File: src/hw/rtl/ptt_pkg.sv
// shared constants for the point in triangle test pipeline
// no dependencies
`default_nettype none
package ptt_pkg;
	localparam int MUL_LIMB = 32;
	localparam int TOL_W = 16;
	localparam int KW = TOL_W + 1;
	localparam int K2_W = 2 * TOL_W + 1;
	localparam int SIDE_LAT = 15;
	localparam logic [TOL_W-1:0] TOL_RESET = 16'd7;
	localparam logic [KW-1:0] ONE_Q16 = 17'h10000;
	localparam logic [K2_W-1:0] K2_RESET = 33'd4294049841;
endpackage
`default_nettype wire

File: src/hw/rtl/ptt_mul.sv
// pipelined unsigned multiplier built from limb partial products, three stages
// depends on ptt_pkg
`default_nettype none
module ptt_mul
	import ptt_pkg::*;
#(
	parameter int AW = 32,
	parameter int BW = 32
) (
	input  wire logic          clk,
	input  wire logic          en,
	input  wire logic [AW-1:0] a,
	input  wire logic [BW-1:0] b,
	output logic [AW+BW-1:0]   p
);
	localparam int LW = MUL_LIMB;
	localparam int NA = (AW + LW - 1) / LW;
	localparam int NB = (BW + LW - 1) / LW;
	localparam int RW = (NB + 1) * LW;
	localparam int TW = (NA + NB) * LW;

	logic [NA*LW-1:0] ap;
	logic [NB*LW-1:0] bp;
	logic [2*LW-1:0] pp_s1 [NA][NB];
	logic [RW-1:0] row_c [NA];
	logic [RW-1:0] row_s2 [NA];
	logic [TW-1:0] sum_c;
	logic [TW-1:0] p_s3;

	assign ap = (NA*LW)'(a);
	assign bp = (NB*LW)'(b);

	// partial products
	always_ff @(posedge clk) begin
		if (en) begin
			for (int i = 0; i < NA; i++) begin
				for (int j = 0; j < NB; j++) begin
					pp_s1[i][j] <= (2*LW)'(ap[i*LW +: LW]) * (2*LW)'(bp[j*LW +: LW]);
				end
			end
		end
	end

	always_comb begin
		for (int i = 0; i < NA; i++) begin
			row_c[i] = '0;
			for (int j = 0; j < NB; j++) begin
				row_c[i] = row_c[i] + (RW'(pp_s1[i][j]) << (j*LW));
			end
		end
	end

	always_ff @(posedge clk) begin
		if (en) begin
			row_s2 <= row_c;
		end
	end

	always_comb begin
		sum_c = '0;
		for (int i = 0; i < NA; i++) begin
			sum_c = sum_c + (TW'(row_s2[i]) << (i*LW));
		end
	end

	always_ff @(posedge clk) begin
		if (en) begin
			p_s3 <= sum_c;
		end
	end

	assign p = p_s3[AW+BW-1:0];
endmodule
`default_nettype wire

File: config.mk
export PLATFORM = sky130hd
export DESIGN_NAME = ptt_mul
export DESIGN_NICKNAME = d
export VERILOG_FILES = /design/src/hw/rtl/ptt_pkg.sv /design/src/hw/rtl/ptt_mul.sv
export SDC_FILE = /design/constraint.sdc
export NUM_CORES = 2
export LEC_CHECK = 0
export BUFFER_PORTS_ARGS = -buffer_cell sky130_fd_sc_hd__buf_2
export CORE_UTILIZATION = 45
export CTS_BUF_LIST = sky130_fd_sc_hd__clkbuf_2 sky130_fd_sc_hd__clkbuf_4 sky130_fd_sc_hd__clkbuf_8
export DETAILED_ROUTE_END_ITERATION = 7
export PLACE_DENSITY_LB_ADDON = 0.25
export SYNTH_ARGS = -nofsm -noshare
export SYNTH_HDL_FRONTEND = slang
export SYNTH_SLANG_ARGS = --single-unit
File: constraint.sdc
create_clock -name clk -period 10.88 [get_ports clk]
set_clock_uncertainty 0.1 [all_clocks]
set_input_delay 2.176 -clock clk [delete_from_list [all_inputs] [get_ports clk]]
set_output_delay 2.176 -clock clk [all_outputs]
set_load 0.005 [all_outputs]
* After elaboration in Yosys (flattened, before gate mapping) *
Memory sizes are Yosys's and may differ from the RTL's. A register that Yosys moved wholly into a read port is not among the register bits.
Index checks and enable logic that the tools add are counted.

operators by class
  multipliers = 1
  muxes and demuxes = 2

operator list
  cell                          number
  multiplier 32 x 32 -> 64 bit  1
  2-to-1 mux 1 bit              2

word-level totals
  register bits after elaboration = 64
  bits in writable memories = 64
  input bits = 66
  output and inout bits = 64
  word-level logic and storage cells = 5
  memories kept = 1

memories
  memory  depth  width  read ports  clocked after Yosys merged registers in  write ports  RTL line       text
  pp_s1   1      64     1           1                                        1            ptt_mul.sv:24  logic [2*LW-1:0] pp_s1 [NA][NB];

* Longest topological paths before layout *
  word-level depth = 2
  gate-level depth with buffers = 30
  depth with buffers taken out = 28

* Worst setup path after synthesis *
OpenSTA, ideal clock, no wires.

  kind = in2reg
  start point = in b[17]
  end point = mem pp_s1[0][62] (netlist bit) (data pin)
  library setup time = 0.262 ns
  arrival = 8.860 ns
  required time = 10.518 ns
  path slack = 1.659 ns
  stages on the path = 26
  path buffers = 2
  path through = clkbuf_1 and2_1 fa_1 inv_1 fa_1 inv_1 fa_1 inv_1 fa_1 inv_1 fa_1 fa_1 fa_1 fa_1 ha_1 buf_2 a21oi_1 o21ai_1 a2111oi_0 o21bai_1 a221oi_1 o221ai_1 a311o_1 a21oi_1 o21ai_1 xor2_1

on the way
  longest elaborated chain between the ends = 1

ends and longest elaborated chain
  element                       RTL line       text
  start, declared               ptt_mul.sv:13  input wire logic [BW-1:0] b,
  multiplier 32 x 32 -> 64 bit  ptt_mul.sv:38  pp_s1[i][j] <= (2*LW)'(ap[i*LW +: LW]) * (2*LW)'(bp[j*LW +: LW]);
  end, declared                 ptt_mul.sv:24

No other way between the ends.

* Worst setup path after layout *
  start point = in a[15]
  end point = mem pp_s1[0][62] (netlist bit) (data pin)

on the way
  longest elaborated chain between the ends = 1

ends and longest elaborated chain
  element                       RTL line       text
  start, declared               ptt_mul.sv:12  input wire logic [AW-1:0] a,
  multiplier 32 x 32 -> 64 bit  ptt_mul.sv:38

No other way between the ends.

==> metrics <==
DP Wirelength 83,400 µm; status finished clean; clock latency on the worst-skew pair approximately 0.48 ns; Tot GR Track Use approximately 24%; clock slew at reported path FFs around 0.14 ns; worst min path class reg -> reg; root buffer cell clkbuf_8; CP Cell Sequence buf_2 > and2_1 > fa_1 > fa_1 > inv_1 > fa_1 > fa_1 > inv_1 > fa_1 > fa_1 > fa_1 > fa_1 > ha_1 > a21oi_1 > o21ai_1 > a2111oi_0 > o21bai_1 > a221oi_1 > o221ai_1 > a311o_1 > a21oi_1 > o21ai_1 > xor2_1; max_slew headroom ~33%; Syn Inst Count 3,879; hold-fix buffer count after cts 0; # Post-CTS Setup Buffers 0; Fill cells 8,042; critical path required time 11.04 ns; leading cell type in the layout, fill and taps excluded fa_1; Crit-path slowest cell buf_2; Remaining DRCs 0; #FFs+latches synth 192; sequential-to-total area share from yosys stat 14.8%; footprint of the multi-input gates between 0.02 and 0.03 mm²; final non-filler cell total approximately 5,000; # port buffers between 100 and 150; setup TNS 0 ns; Worst-Margin Slew approximately 1 ns; largest stage delay on the critical path about 0.56 ns; syn avg cell area 10.1 µm²; synthesized area about 0.039 mm²; Die Y between 200 and 300 µm; Initial DRC Count between 1,500 and 2,000; CTS sink count 192; CORE AREA between 0.08 and 0.09 mm²; CP top delay family adder cells; vias per inst 5.16; die footprint just under 0.09 mm²; final worst slack approximately 1.2 ns; CP endpoint kind register; Fin. Hold Viols 0; vias in the first global route 27,600; Startpoint Class input pin; deepest clock path buffer count 2; DRT Wirelength between 100,000 and 150,000 µm; EDFF count, synth about 190; critical path type in -> reg; first-pass GRT wire length between 150,000 and 200,000 µm; # IOs between 100 and 150; yosys warns 0; Worst Path Arrival around 9.9 ns; Bufs and invs on worst path 3; syn_nets just over 5,000; worst slack, placed between 0.6 and 0.7 ns; Antenna Nets Post-Route 0; Initial Util 45.7%; total CTS buffers 17; commonest cells after routing, fill and taps aside fa_1, inv_1, and2_1; layout cell share with drive strength beyond 1 5.62%; count of cell types in the netlist 56; grt ovf 0; initial antenna violation count 5; DR WL/cell between 20 and 25 µm; nets@finish approximately 5,100; RSZ-0062 raised after global routing false; RD Place Congestion between 0.9 and 1; Final Cycle Share between 80% and 90%; highest clock rate around 100 MHz; CTS tree done; Row Count 107; total number of vias 25,800; Die X a little under 300 µm; Slew Viols, Final 0; # setup viols final 0; largest net degree at the start of global routing 133; Worst path most repeated cell fa_1; Cells after DPL roughly 5,000; # H-tree levels 4; Critical Path Fanout Max 32; CTS resizes 0; Synth async-reset ratio 0%; max-cap check violation count 0; Most used DFF post-synth edfxtp_1; minimum clock period a little under 10 ns; Hold WS 0.324 ns; area added between synthesis and finish 5.19%; Pre-antenna DRT Iters 6; Register Area between 0.005 and 0.006 mm²
-- flip-flops by register name, summed over array words and instances (netlist names) --
signal,count
row_s2,64
p,64
pp_s1,64
-- kinds of logic after synthesis --
family                   count (synthesis)  synth area share [%]
AO/OA/AOI/OAI                          206                  3.46
adder cells (fa/ha/maj)               1159                  54.3
flip-flops                             192                  14.8
AND/OR/NAND/NOR                       1173                  15.6
buffers and inverters                 1086                  10.5
XOR/XNOR                                63                  1.41
-- area by class of cell --
class | instances | share of cell area, %
multi-input combinational | 2601 | 71.1
clock inverter | 15 | 0.575
antenna | 2 | 0.0122
sequential | 192 | 14.0
tap | 1144 | 3.48
timing repair buffer | 173 | 2.40
clock buffer | 17 | 0.569
inverter | 862 | 7.87
-- synth_stat cells, types with 2 or more instances --
cell / number / area [µm²]
a311o_1: 2 / 20.0
or3_1: 2 / 12.5
ha_1: 263 / 3290
buf_2: 8 / 40.0
a31oi_1: 9 / 56.3
nand3_1: 16 / 80.1
and3_1: 9 / 56.3
clkbuf_1: 211 / 792
nand2_1: 468 / 1760
fa_1: 896 / 17900
a21o_1: 32 / 240
inv_1: 862 / 3240
edfxtp_1: 192 / 5770
a21boi_0: 4 / 30.0
xor2_1: 26 / 228
and2_1: 601 / 3760
xnor2_1: 37 / 324
nor2b_1: 7 / 43.8
o21bai_1: 14 / 105
o31ai_1: 2 / 15.0
o21a_1: 5 / 37.5
o21ai_1: 10 / 50.1
buf_4: 3 / 22.5
nor3_1: 6 / 30.0
o221ai_1: 2 / 17.5
a41oi_1: 3 / 26.3
o211ai_1: 2 / 15.0
nand4_1: 24 / 150
o21ai_0: 30 / 150
nor2_1: 31 / 116
clkbuf_2: 2 / 10.0
nand2b_1: 3 / 18.8
a2111oi_0: 2 / 17.5
a21oi_1: 73 / 365
-- layer usage --
metal / wire [µm] / track usage [%] / part of all wire, % / vias to the layer above
met1: 45000 / 34.7 / 44 / 13600
met2: 47900 / 39.4 / 47 / 836
met3: 7320 / 3.66 / 7.2 / 102
met4: 1410 / 4.07 / 1.4 / 2
met5: 11 / 0 / 0.011 / -
li1: - / - / - / 11300
-- path summary, 6_finish.rpt --
check | from | endpoint | slack (ns) | cells past startpoint
worst max-delay path | a[15] | pp_s1[0][62] | 1.17 | 23
worst min register to register | pp_s1[0][27] | row_s2[27] | 0.32 | 0
worst max register to register | row_s2[36] | p[36] | 10.09 | 0
worst min-delay path | pp_s1[0][27] | row_s2[27] | 0.32 | 0
-- through the flow --
step	cell area, µm²	utilization [%]
3_3_place_gp	40600	47.5
2_1_floorplan	39100	-
4_1_cts	41100	48.0
3_5_place_dp	40600	47.5
5_1_grt	41100	48.0
6_report	41100	48.0
Power is not shown: default switching activity piles up to over one toggle a cycle in this logic, so the estimate is an artifact.
